### config.mk
export PLATFORM = sky130hd
export DESIGN_NAME = bfi_ram
export DESIGN_NICKNAME = d
export VERILOG_FILES = /design/src/rtl/bfi_ram.sv
export SDC_FILE = /design/constraint.sdc
export NUM_CORES = 1
export LEC_CHECK = 0
export BUFFER_PORTS_ARGS = -buffer_cell sky130_fd_sc_hd__buf_2
export CELL_PAD_IN_SITES_DETAIL_PLACEMENT = 0
export CELL_PAD_IN_SITES_GLOBAL_PLACEMENT = 2
export CORE_MARGIN = 2
export CORE_UTILIZATION = 30
export CTS_CLUSTER_SIZE = 40
export DETAILED_ROUTE_END_ITERATION = 12
export PLACE_DENSITY_LB_ADDON = 0.2
export SYNTH_ARGS = -nofsm -noshare
export SYNTH_HDL_FRONTEND = slang
export SYNTH_SLANG_ARGS = --single-unit
### constraint.sdc
create_clock -name i_clk -period 4.6 [get_ports i_clk]
set_input_delay 0.46 -clock i_clk [delete_from_list [all_inputs] [get_ports i_clk]]
set_output_delay 0.46 -clock i_clk [all_outputs]
set_load 0.01 [all_outputs]
### src/rtl/bfi_ram.sv
// Generic single-port-write, single-port-read RAM with registered read data.
`timescale 1ns / 1ps
module bfi_ram #(
    parameter int WIDTH = 8,
    parameter int DEPTH = 16
) (
    input  logic                     i_clk,
    input  logic                     i_we,
    input  logic [$clog2(DEPTH)-1:0] i_waddr,
    input  logic [WIDTH-1:0]         i_wdata,
    input  logic [$clog2(DEPTH)-1:0] i_raddr,
    output logic [WIDTH-1:0]         o_rdata
);

    logic [WIDTH-1:0] r_mem [DEPTH];
    logic [WIDTH-1:0] r_rdata;

    always_ff @(posedge i_clk) begin
        if (i_we) begin
            r_mem[i_waddr] <= i_wdata;
        end
        r_rdata <= r_mem[i_raddr];
    end

    assign o_rdata = r_rdata;

endmodule

# Word level (Yosys, flattened, before mapping)
# Memories as Yosys holds them, arrays and structs flattened. A register that Yosys moved wholly into a read port is not among the register bits.
# Cells that the tools add are included.
# Widths: inputs -> output; s select.
# totals
ff_bits	0
ramBits	128
output_inout_bits	8
elab_cells	3
n_memories	1
# memory_table
memory	depth	word_bits	read_ports	rd_ports_with_merged_regs	write_ports	line_no	text
r_mem	16	8	1	1	1	15	logic [WIDTH-1:0] r_mem [DEPTH];
# op_classes
mux	2
# op_table
op	count
$mux 1	2

# Longest topological paths before layout
# Gate-level depths: netlist (run 1).
# logic_depth
depth_word	2
ltp_mapped	5

# Worst setup path before layout (run 1)
# Ideal clock, no wire load.
# synth_path
path_kind	in2reg
start	in i_waddr[2]
end	mem r_mem[0][0], enable pin
setup_ns	0.383
t_arrival_ns	1.570
required_time_ns	4.217
setup_slack_ns	2.647
path_stages	2
n_path_buf	0
path_cell_list	or3b_2 > nor3_1
# synth_lines
item	line_no	text
from (decl)	9	input logic [$clog2(DEPTH)-1:0] i_waddr,
to (decl)	15	
# Straight into the memory's write port.

==> run_summary.xml, run 1 <==
<?xml version="1.0" encoding="UTF-8"?>
<metrics>
  <group name="placement">
    <metric name="gp_routability_congestion" unit="">0.673</metric>
    <metric name="hpwlAfterDp" unit="um">6640</metric>
    <metric name="placed_cell_area" unit="um^2">5500</metric>
    <metric name="place_ws" unit="ns">2.09</metric>
    <metric name="place.port_buffers" unit="">25</metric>
  </group>
  <group name="floorplanning">
    <metric name="fp.dieArea" unit="um^2">18200</metric>
    <metric name="design.core.area" unit="um^2">16700</metric>
    <metric name="start_util" unit="">0.308</metric>
    <metric name="dieHeight" unit="um">135</metric>
    <metric name="rows" unit="">47</metric>
    <metric name="io-pin-count" unit="">26</metric>
    <metric name="dieWidth" unit="um">135</metric>
  </group>
  <group name="timing">
    <metric name="period_utilisation_layout" unit="">0.432</metric>
    <metric name="timing.hold.ws" unit="ns">0.440</metric>
    <metric name="max_slew.worst_pin.slew" unit="ns">1.05</metric>
    <metric name="totalNegativeSetupSlack" unit="ns">0</metric>
    <metric name="fmaxAchievable" unit="MHz">504</metric>
    <metric name="min_period" unit="ns">1.99</metric>
    <metric name="fin_worst_skew" unit="ns">0.00432</metric>
    <metric name="report.final.hold_viol_count" unit="">0</metric>
    <metric name="relSlewSlack" unit="">0.295</metric>
    <metric name="slew_violations" unit="">0</metric>
    <metric name="minimum_setup_slack_in_the_final_design" unit="ns">2.61</metric>
    <metric name="setup_viol" unit="">0</metric>
    <metric name="grt_setup_unrepaired" unit="">false</metric>
  </group>
  <group name="yosys">
    <metric name="synth_seq_cells" unit="">136</metric>
    <metric name="yosys.cell_types.count" unit="">19</metric>
    <metric name="seq_area_frac_synth" unit="">0.778</metric>
    <metric name="synth_edf_count" unit="">128</metric>
    <metric name="synth_cells" unit="">229</metric>
    <metric name="synthesis.area" unit="um^2">5150</metric>
    <metric name="post-synth-top-area-cell" unit="">edfxtp_1</metric>
    <metric name="synth_top_area_share" unit="">0.747</metric>
    <metric name="synth_top_flop_cell" unit="">edfxtp_1</metric>
    <metric name="post_synth_main_area_contributors" unit="">edfxtp_1, mux4_2, mux4_1</metric>
    <metric name="mappedNetlistNets" unit="">247</metric>
    <metric name="synth-async-reset-ratio" unit="">0</metric>
    <metric name="synthesis.yosys.warnings" unit="">0</metric>
    <metric name="yosysMostFrequentCell" unit="">edfxtp_1</metric>
    <metric name="synthTopCellsByCount" unit="">edfxtp_1, mux4_2, a22oi_1</metric>
    <metric name="avgSynthCellArea" unit="um^2">22.5</metric>
  </group>
  <group name="final_layout">
    <metric name="final_area" unit="um^2">6020</metric>
    <metric name="fill_cells" unit="">1561</metric>
    <metric name="antenna_cells" unit="">0</metric>
    <metric name="final_core_util" unit="">0.360</metric>
    <metric name="area.growth.synth_to_final" unit="%">16.9</metric>
    <metric name="drive_above_1_share" unit="">0.274</metric>
    <metric name="finalNetCount" unit="">286</metric>
  </group>
  <group name="drt">
    <metric name="drt_drc_violations_left" unit="">0</metric>
    <metric name="detail_route.first_pass.iterations" unit="">4</metric>
    <metric name="vias" unit="">2349</metric>
    <metric name="wirelength" unit="um">10300</metric>
    <metric name="ant_nets" unit="">0</metric>
    <metric name="detailedRoute.firstIterationViolations" unit="">160</metric>
    <metric name="routed_via_density" unit="">4.69</metric>
    <metric name="routed_length_per_instance" unit="um">20.5</metric>
  </group>
  <group name="clock_tree">
    <metric name="insertion_delay_to_the_later_sink_of_the_worst_skew_pair" unit="ns">0.41</metric>
    <metric name="cts-buffers-inserted" unit="">17</metric>
    <metric name="clock_sinks" unit="">136</metric>
    <metric name="cts.path.max_buffers" unit="">2</metric>
    <metric name="postCtsResizedCells" unit="">0</metric>
    <metric name="cts.reportedPaths.clkPinSlew" unit="ns">0.06</metric>
    <metric name="post_cts_buffers" unit="">0</metric>
    <metric name="clock_tree.root_cell" unit="">clkbuf_16</metric>
    <metric name="tritoncts" unit="">built</metric>
    <metric name="cts_hold_buf" unit="">0</metric>
    <metric name="clock_tree.htree_level_count" unit="">4</metric>
  </group>
  <group name="run_status">
    <metric name="run_status" unit="">finished clean</metric>
  </group>
  <group name="power">
    <metric name="seq_power_share" unit="">0.516</metric>
    <metric name="power.share.combinational" unit="">0.046</metric>
    <metric name="leakagePower" unit="nW">1.99</metric>
    <metric name="irDropWorstVdd" unit="mV">0.273</metric>
    <metric name="power.density_cell_area" unit="nW/um^2">449</metric>
    <metric name="sw_frac_of_total" unit="">0.199</metric>
    <metric name="power_switching" unit="W">0.000538</metric>
    <metric name="cell_internal_power" unit="W">0.00216</metric>
    <metric name="clkPwrFrac" unit="">0.438</metric>
  </group>
  <group name="setup_path">
    <metric name="crit_path_start" unit="">i_raddr[0]</metric>
    <metric name="critical_path.reg2reg.endpoint" unit="">o_rdata[2]</metric>
    <metric name="cp-start-kind" unit="">input port</metric>
    <metric name="reg2reg_slack" unit="ns">3.23</metric>
    <metric name="critPathArrivalTime" unit="ns">2.27</metric>
    <metric name="critical_path_peak_fanout" unit="">21</metric>
    <metric name="cp-endpoint" unit="">o_rdata[0]</metric>
    <metric name="ff2ff_path_depth" unit="">3</metric>
    <metric name="cp-end-kind" unit="">register</metric>
    <metric name="worst_r2r_src" unit="">r_mem[1][2]</metric>
    <metric name="cp_data_required_time" unit="ns">4.89</metric>
    <metric name="timing_worst_setup_path_type" unit="">input port to register</metric>
  </group>
  <group name="min_path">
    <metric name="min_path_type" unit="">input port to register</metric>
  </group>
  <group name="global_routing">
    <metric name="grt_pass1_vias" unit="">2536</metric>
    <metric name="grt_overflow_total" unit="">0</metric>
    <metric name="grt_first_pass_wirelength" unit="um">15500</metric>
    <metric name="antenna_violations_before_repair" unit="">0</metric>
    <metric name="pin_count_of_the_biggest_net_entering_global_routing" unit="">33</metric>
    <metric name="grt_util_all_layers" unit="">0.123</metric>
  </group>
  <group name="run">
    <metric name="cap_viol_max_count" unit="">0</metric>
  </group>
</metrics>
[layout make-up]
class,count,area (um^2),share of cell area
sequential,136,4000,0.665
timing repair buffer,30,163,0.0270
clock inverter,13,87.6,0.0145
tap,220,275,0.0457
multi-input combinational,83,1060,0.176
clock buffer,19,433,0.0719
[placed cells by master (no fill, tap or decap)]
cell type,Yosys,layout
or3b_2,1,1
a22oi_1,16,16
mux4_1,14,14
nor2b_1,1,1
nand2_1,9,9
buf_4,1,5
nand2b_1,2,2
clkinv_1,0,2
dfxtp_1,8,8
clkbuf_1,0,2
nand3b_1,2,2
buf_2,3,25
bufinv_16,0,1
edfxtp_1,128,128
clkbuf_16,0,17
nor2_1,13,13
nand3_1,1,1
clkinv_2,0,10
and2b_1,1,1
and2_1,1,1
mux4_2,18,18
nor3_1,4,4
[flip-flops by register name, summed over array words and instances, names as in the netlist]
name     flops
o_rdata      8
r_mem      128
[worst min-delay path by stage]
stage | startpoint | to | slack [ns] | cells past startpoint
final | i_wdata[6] | r_mem[1][6] | 0.44 | 1
after global routing | i_wdata[2] | r_mem[4][2] | 0.43 | 1
after CTS | i_wdata[6] | r_mem[1][6] | 0.42 | 1
after detailed placement | r_mem[8][2] | o_rdata[2] | 0.66 | 3
after global placement | r_mem[11][2] | o_rdata[2] | 0.66 | 3
after floorplan | i_wdata[0] | r_mem[0][0] | 0.56 | 0
[per-layer routing]
| layer | share of wire | global-route usage |
|---|---|---|
| met1 | 0.45 | 0.156 |
| met2 | 0.51 | 0.200 |
| met5 | 0 | 0 |
| met3 | 0.026 | 0.0323 |
| met4 | 0.019 | 0.0573 |
[power by group through the flow]
stage               registers, W  logic [W]  clock network, W
global placement         0.00142   0.000127                 0
finish                   0.00139   0.000123           0.00118
floorplan                0.00142  0.0000703                 0
global route             0.00140   0.000136           0.00126
CTS                      0.00140   0.000128           0.00121
detailed placement       0.00142   0.000128                 0
[cell families (layout without fill, tap and decap cells)]
logic type | count (synthesis) | after routing | synth area share
flip-flops | 136 | 136 | 0.778
AO/OA/AOI/OAI | 16 | 16 | 0.0233
AND/OR/NAND/NOR | 35 | 35 | 0.0318
buffers and inverters | 10 | 62 | 0.0168
multiplexers | 32 | 32 | 0.150
[metrics by stage]
stage               power [W]  cells
floorplan             0.00149    229
global placement      0.00155    469
detailed placement    0.00155    469
CTS                   0.00273    501
global route          0.00279    501
finish                0.00270    501
[worst max-delay path: stages]
cell,delay (ns)
buf_2,0.52
buf_4,0.38
mux4_1,0.60
a22oi_1,0.19
nand2_1,0.09
Power figures use the tool's default switching activity.
==> run 2, diff against run 1 <==
clock period = 1.84 ns   (was 4.6 ns; I/O delays follow)
==> run 2 against run 1 <==
Against the previous run:
- clock skew up 0.0017 ns
- final area up 2.9%
- sequential share of layout area down 1.9 points
- count of clock-buffer cells in the layout down 1
- worst hold slack worse by 0.28 ns
- critical path depth down 2
- cell count up 2.6%
- core utilization up 1.0 points
- largest power group unchanged
==> run_summary.xml, run 2 (same netlist as run 1, synthesis figures left out) <==
<?xml version="1.0" encoding="UTF-8"?>
<metrics>
  <group name="clock_tree">
    <metric name="clock_sinks" unit="">136</metric>
    <metric name="cts.reportedPaths.clkPinSlew" unit="ns">0.05</metric>
    <metric name="cts-buffers-inserted" unit="">17</metric>
    <metric name="cts.path.max_buffers" unit="">2</metric>
    <metric name="clock_tree.root_cell" unit="">clkbuf_16</metric>
    <metric name="insertion_delay_to_the_later_sink_of_the_worst_skew_pair" unit="ns">0.42</metric>
    <metric name="postCtsResizedCells" unit="">0</metric>
    <metric name="cts_hold_buf" unit="">0</metric>
    <metric name="clock_tree.htree_level_count" unit="">4</metric>
    <metric name="tritoncts" unit="">built</metric>
    <metric name="post_cts_buffers" unit="">0</metric>
  </group>
  <group name="placement">
    <metric name="gp_routability_congestion" unit="">0.661</metric>
    <metric name="hpwlAfterDp" unit="um">6510</metric>
    <metric name="place.port_buffers" unit="">25</metric>
    <metric name="placed_cell_area" unit="um^2">5640</metric>
    <metric name="placed_cells" unit="">483</metric>
  </group>
  <group name="timing">
    <metric name="grt_setup_unrepaired" unit="">false</metric>
    <metric name="fmaxAchievable" unit="MHz">735</metric>
    <metric name="fin_worst_skew" unit="ns">0.00600</metric>
    <metric name="timing.hold.ws" unit="ns">0.158</metric>
    <metric name="setup_viol" unit="">0</metric>
    <metric name="slew_violations" unit="">0</metric>
    <metric name="max_slew.worst_pin.slew" unit="ns">0.757</metric>
    <metric name="min_period" unit="ns">1.36</metric>
    <metric name="totalNegativeSetupSlack" unit="ns">0</metric>
    <metric name="period_utilisation_layout" unit="">0.739</metric>
    <metric name="relSlewSlack" unit="">0.494</metric>
    <metric name="report.final.hold_viol_count" unit="">0</metric>
  </group>
  <group name="floorplanning">
    <metric name="start_util" unit="">0.308</metric>
    <metric name="dieHeight" unit="um">135</metric>
    <metric name="design.core.area" unit="um^2">16700</metric>
    <metric name="dieWidth" unit="um">135</metric>
    <metric name="io-pin-count" unit="">26</metric>
    <metric name="fp.dieArea" unit="um^2">18200</metric>
    <metric name="rows" unit="">47</metric>
  </group>
  <group name="drt">
    <metric name="wirelength" unit="um">10300</metric>
    <metric name="ant_nets" unit="">0</metric>
    <metric name="vias" unit="">2357</metric>
    <metric name="detailedRoute.firstIterationViolations" unit="">183</metric>
    <metric name="drt_drc_violations_left" unit="">0</metric>
    <metric name="routed_length_per_instance" unit="um">20.0</metric>
    <metric name="detail_route.first_pass.iterations" unit="">4</metric>
    <metric name="routed_via_density" unit="">4.59</metric>
  </group>
  <group name="global_routing">
    <metric name="pin_count_of_the_biggest_net_entering_global_routing" unit="">33</metric>
    <metric name="grt_overflow_total" unit="">0</metric>
    <metric name="grt_pass1_vias" unit="">2556</metric>
    <metric name="grt_util_all_layers" unit="">0.123</metric>
    <metric name="grt_first_pass_wirelength" unit="um">15600</metric>
    <metric name="antenna_violations_before_repair" unit="">0</metric>
  </group>
  <group name="final_layout">
    <metric name="antenna_cells" unit="">0</metric>
    <metric name="drive_above_1_share" unit="">0.310</metric>
    <metric name="final_area" unit="um^2">6190</metric>
    <metric name="finalNonFillerCells" unit="">514</metric>
    <metric name="flip_flop_count_of_the_largest_register_after_layout" unit="">128</metric>
    <metric name="multi_input_combinational_cell_area" unit="um^2">1060</metric>
    <metric name="layout.cells.most_common" unit="">edfxtp_1</metric>
    <metric name="regMostFlops" unit="">r_mem</metric>
    <metric name="fill_cells" unit="">1557</metric>
    <metric name="area.sequential" unit="um^2">4000</metric>
    <metric name="area.growth.synth_to_final" unit="%">20.3</metric>
    <metric name="finalNetCount" unit="">300</metric>
    <metric name="most-common-layout-cells" unit="">edfxtp_1, buf_2, mux4_2, clkbuf_16</metric>
  </group>
  <group name="run">
    <metric name="cap_viol_max_count" unit="">0</metric>
  </group>
  <group name="setup_path">
    <metric name="critPathArrivalTime" unit="ns">1.65</metric>
    <metric name="crit_path_start" unit="">r_mem[1][2]</metric>
    <metric name="cp_data_required_time" unit="ns">2.13</metric>
    <metric name="critical_path_peak_fanout" unit="">1</metric>
    <metric name="cp-end-kind" unit="">register</metric>
    <metric name="timing_worst_setup_path_type" unit="">register to register</metric>
    <metric name="cp-start-kind" unit="">register</metric>
    <metric name="worst_r2r_src" unit="">r_mem[1][2]</metric>
  </group>
  <group name="power">
    <metric name="power.density_cell_area" unit="nW/um^2">1120</metric>
    <metric name="overall_power" unit="W">0.00695</metric>
    <metric name="irDropWorstVdd" unit="mV">0.669</metric>
    <metric name="leakagePower" unit="nW">2.09</metric>
  </group>
  <group name="min_path">
    <metric name="hp-start" unit="">i_wdata[5]</metric>
    <metric name="min_path_type" unit="">input port to register</metric>
  </group>
  <group name="run_status">
    <metric name="run_status" unit="">finished clean</metric>
  </group>
</metrics>
run 2: cell count changes in the layout (fill, tap and decap cells not counted), sizes merged:
cell,delta
buf,+14
clkinv,-1
bufinv,+1
clkbuf,-1
run 2: area by class of cell:
cell class                      count  area share
Tap cell                          220      0.0445
Timing Repair Buffer               44      0.0493
Clock buffer                       18      0.0709
Sequential cell                   136       0.647
Clock inverter                     13      0.0180
Multi-Input combinational cell     83       0.171
run 2: final timing paths:
check / endpoint / cells after the start / slack, ns
worst max-delay path: o_rdata[2] / 3 / 0.48
worst min-delay path: r_mem[5][5] / 1 / 0.16
worst max register to register: o_rdata[2] / 3 / 0.48
worst min register to register: o_rdata[5] / 3 / 0.68
run 2: critical path, cell delays in order, from the launching register on:
cell and delay (ns):
edfxtp_1 0.34, mux4_1 0.51, a22oi_1 0.30, nand2_1 0.09
run 2: layer usage:
layer / up-vias / track usage / wire (um)
met2: 44 / 0.201 / 5250
met5: - / 0 / 0
met4: 0 / 0.0573 / 172
li1: 1077 / - / -
met3: 13 / 0.0349 / 377
met1: 1223 / 0.153 / 4490
run 2: stage by stage:
stage	util	worst slack [ns]
after floorplan	-	0.163
after global placement	0.338	0.165
after detailed placement	0.338	0.169
after CTS	0.371	0.425
after global routing	0.371	0.357
final	0.371	0.479
run 2: report_power, final:
part | leakage, nW | internal (W) | total, W | switching (W)
clock | 0.281 | 0.00198 | 0.00314 | 0.00116
sequential | 1.22 | 0.00347 | 0.00348 | 0.0000186
combinational | 0.585 | 0.000142 | 0.000330 | 0.000187
total | 2.09 | 0.00559 | 0.00695 | 0.00136
==> run 3, diff against run 2 <==
clock period = 1.2 ns   (was 1.84 ns; I/O delays follow)
==> run 3 against run 2 <==
Against the previous run:
- the flow now finishes with violations (negative setup slack)
- register-to-register slack got worse by 0.57 ns
- via count rose by 2.5%
- highest routed layer unchanged
- final area rose by 4.6%
- sequential power rose by 53%
- critical path type unchanged
- fmax rose by 5.8%
- first-iteration DRC count fell by 8.7%
- cell count rose by 3.3%
- sequential share of layout area fell by 2.8 points
- core utilization rose by 1.7 points
- critical path depth did not move
==> run_summary.xml, run 3 (same netlist as run 1, synthesis figures left out) <==
<?xml version="1.0" encoding="UTF-8"?>
<metrics>
  <group name="run">
    <metric name="cap_viol_max_count" unit="">0</metric>
  </group>
  <group name="floorplanning">
    <metric name="rows" unit="">47</metric>
    <metric name="design.core.area" unit="um^2">16700</metric>
    <metric name="dieHeight" unit="um">135</metric>
    <metric name="start_util" unit="">0.308</metric>
    <metric name="dieWidth" unit="um">135</metric>
    <metric name="fp.dieArea" unit="um^2">18200</metric>
    <metric name="io-pin-count" unit="">26</metric>
  </group>
  <group name="timing">
    <metric name="setup_viol" unit="">8</metric>
    <metric name="slew_violations" unit="">0</metric>
    <metric name="relSlewSlack" unit="">0.426</metric>
    <metric name="fmaxAchievable" unit="MHz">778</metric>
    <metric name="min_period" unit="ns">1.29</metric>
    <metric name="fin_worst_skew" unit="ns">0.00415</metric>
    <metric name="period_utilisation_layout" unit="">1.07</metric>
    <metric name="minimum_setup_slack_in_the_final_design" unit="ns">-0.0861</metric>
    <metric name="grt_setup_unrepaired" unit="">true</metric>
    <metric name="report.final.hold_viol_count" unit="">0</metric>
    <metric name="max_slew.worst_pin.slew" unit="ns">0.860</metric>
  </group>
  <group name="clock_tree">
    <metric name="insertion_delay_to_the_later_sink_of_the_worst_skew_pair" unit="ns">0.41</metric>
    <metric name="clock_sinks" unit="">136</metric>
    <metric name="cts-buffers-inserted" unit="">17</metric>
    <metric name="clock_tree.root_cell" unit="">clkbuf_16</metric>
    <metric name="cts.reportedPaths.clkPinSlew" unit="ns">0.06</metric>
    <metric name="cts.path.max_buffers" unit="">2</metric>
    <metric name="clock_tree.htree_level_count" unit="">4</metric>
    <metric name="post_cts_buffers" unit="">0</metric>
    <metric name="tritoncts" unit="">built</metric>
  </group>
  <group name="power">
    <metric name="power.density_cell_area" unit="nW/um^2">1700</metric>
    <metric name="leakagePower" unit="nW">2.17</metric>
    <metric name="irDropWorstVdd" unit="mV">1.04</metric>
  </group>
  <group name="setup_path">
    <metric name="crit_path_start" unit="">r_mem[3][6]</metric>
    <metric name="timing_worst_setup_path_type" unit="">register to register</metric>
    <metric name="ff2ff_path_depth" unit="">3</metric>
    <metric name="worst_r2r_src" unit="">r_mem[3][6]</metric>
    <metric name="cp-start-kind" unit="">register</metric>
    <metric name="critPathArrivalTime" unit="ns">1.59</metric>
    <metric name="cp-end-kind" unit="">register</metric>
    <metric name="cp_data_required_time" unit="ns">1.50</metric>
    <metric name="reg2reg_slack" unit="ns">-0.09</metric>
    <metric name="critical_path_peak_fanout" unit="">1</metric>
  </group>
  <group name="run_status">
    <metric name="run_status" unit="">finished, violations left</metric>
    <metric name="failing_checks" unit="">negative setup slack</metric>
  </group>
  <group name="placement">
    <metric name="gp_routability_congestion" unit="">0.668</metric>
    <metric name="hpwlAfterDp" unit="um">7100</metric>
    <metric name="placed_cells" unit="">500</metric>
    <metric name="place.port_buffers" unit="">25</metric>
  </group>
  <group name="final_layout">
    <metric name="regMostFlops" unit="">r_mem</metric>
    <metric name="finalNonFillerCells" unit="">531</metric>
    <metric name="final_core_util" unit="">0.388</metric>
    <metric name="layout.cells.most_common" unit="">edfxtp_1</metric>
    <metric name="most-common-layout-cells" unit="">edfxtp_1, mux4_2, buf_4, buf_2, clkbuf_16</metric>
    <metric name="antenna_cells" unit="">0</metric>
    <metric name="area.growth.synth_to_final" unit="%">25.8</metric>
    <metric name="flip_flop_count_of_the_largest_register_after_layout" unit="">128</metric>
    <metric name="finalNetCount" unit="">316</metric>
    <metric name="drive_above_1_share" unit="">0.444</metric>
  </group>
  <group name="drt">
    <metric name="drt_drc_violations_left" unit="">0</metric>
    <metric name="detailedRoute.firstIterationViolations" unit="">167</metric>
    <metric name="wirelength" unit="um">10700</metric>
    <metric name="vias" unit="">2415</metric>
    <metric name="ant_nets" unit="">0</metric>
    <metric name="routed_via_density" unit="">4.55</metric>
    <metric name="routed_length_per_instance" unit="um">20.1</metric>
    <metric name="detail_route.first_pass.iterations" unit="">4</metric>
  </group>
  <group name="global_routing">
    <metric name="grt_pass1_vias" unit="">2605</metric>
    <metric name="grt_overflow_total" unit="">0</metric>
    <metric name="grt_util_all_layers" unit="">0.130</metric>
    <metric name="grt_first_pass_wirelength" unit="um">16200</metric>
    <metric name="pin_count_of_the_biggest_net_entering_global_routing" unit="">17</metric>
    <metric name="antenna_violations_before_repair" unit="">0</metric>
  </group>
  <group name="min_path">
    <metric name="min_path_type" unit="">input port to register</metric>
    <metric name="holdPathStages" unit="">1</metric>
    <metric name="hp-start" unit="">i_wdata[7]</metric>
  </group>
</metrics>
[run 3: what timing repair did]
item / 4_1_cts / 5_1_grt
pin swaps: 6 / 3
hold buffers: 0 / 0
gates resized for setup: 11 / 5
setup endpoints to repair: 8 / 8
[run 3: path summary, 6_finish.rpt]
| kind | end |
|---|---|
| hold / removal | r_mem[15][7] |
| setup reg to reg | o_rdata[6] |
| hold reg to reg | o_rdata[5] |
| setup / recovery | o_rdata[6] |
[run 3: metrics by stage]
step / power, W / hold WS, ns / setup TNS, ns / area (um^2) / setup WS [ns]
after global placement: 0.00603 / 0.512 / -9.91 / 5870 / -0.382
final: 0.0110 / 0.0827 / -0.426 / 6480 / -0.0861
after CTS: 0.0112 / 0.0710 / -0.615 / 6450 / -0.103
after floorplan: 0.00573 / 0.219 / -0.353 / 5190 / -0.0563
after detailed placement: 0.00604 / 0.518 / -10.74 / 5870 / -0.358
after global routing: 0.0114 / 0.0877 / -0.937 / 6480 / -0.152
[run 3: final cells by class]
class                           count  area [um^2]
Tap cell                          220          275
Sequential cell                   136         4000
Multi-Input combinational cell     83         1110
Clock buffer                       20          467
Clock inverter                     12          125
Fill cell                        1530        10200
Timing Repair Buffer               60          500
[run 3: metal layers]
layer | part of all wire | routed length, um | GRT usage | vias to the layer above
met4 | 0.019 | 208 | 0.0694 | 0
met2 | 0.49 | 5200 | 0.198 | 53
met1 | 0.46 | 4930 | 0.170 | 1246
met5 | 0 | 0 | 0 | -
met3 | 0.031 | 331 | 0.0342 | 13
li1 | - | - | - | 1103
[run 3: power breakdown]
part / switching [W] / internal, W
Combinational: 0.000325 / 0.000283
Sequential: 0.0000258 / 0.00531
Clock: 0.00187 / 0.00320
Total: 0.00222 / 0.00880
[run 3: critical path: stages, from the launching register on]
cell and delay (ns):
edfxtp_1 0.36, mux4_2 0.51, a22oi_2 0.22, nand2_1 0.09
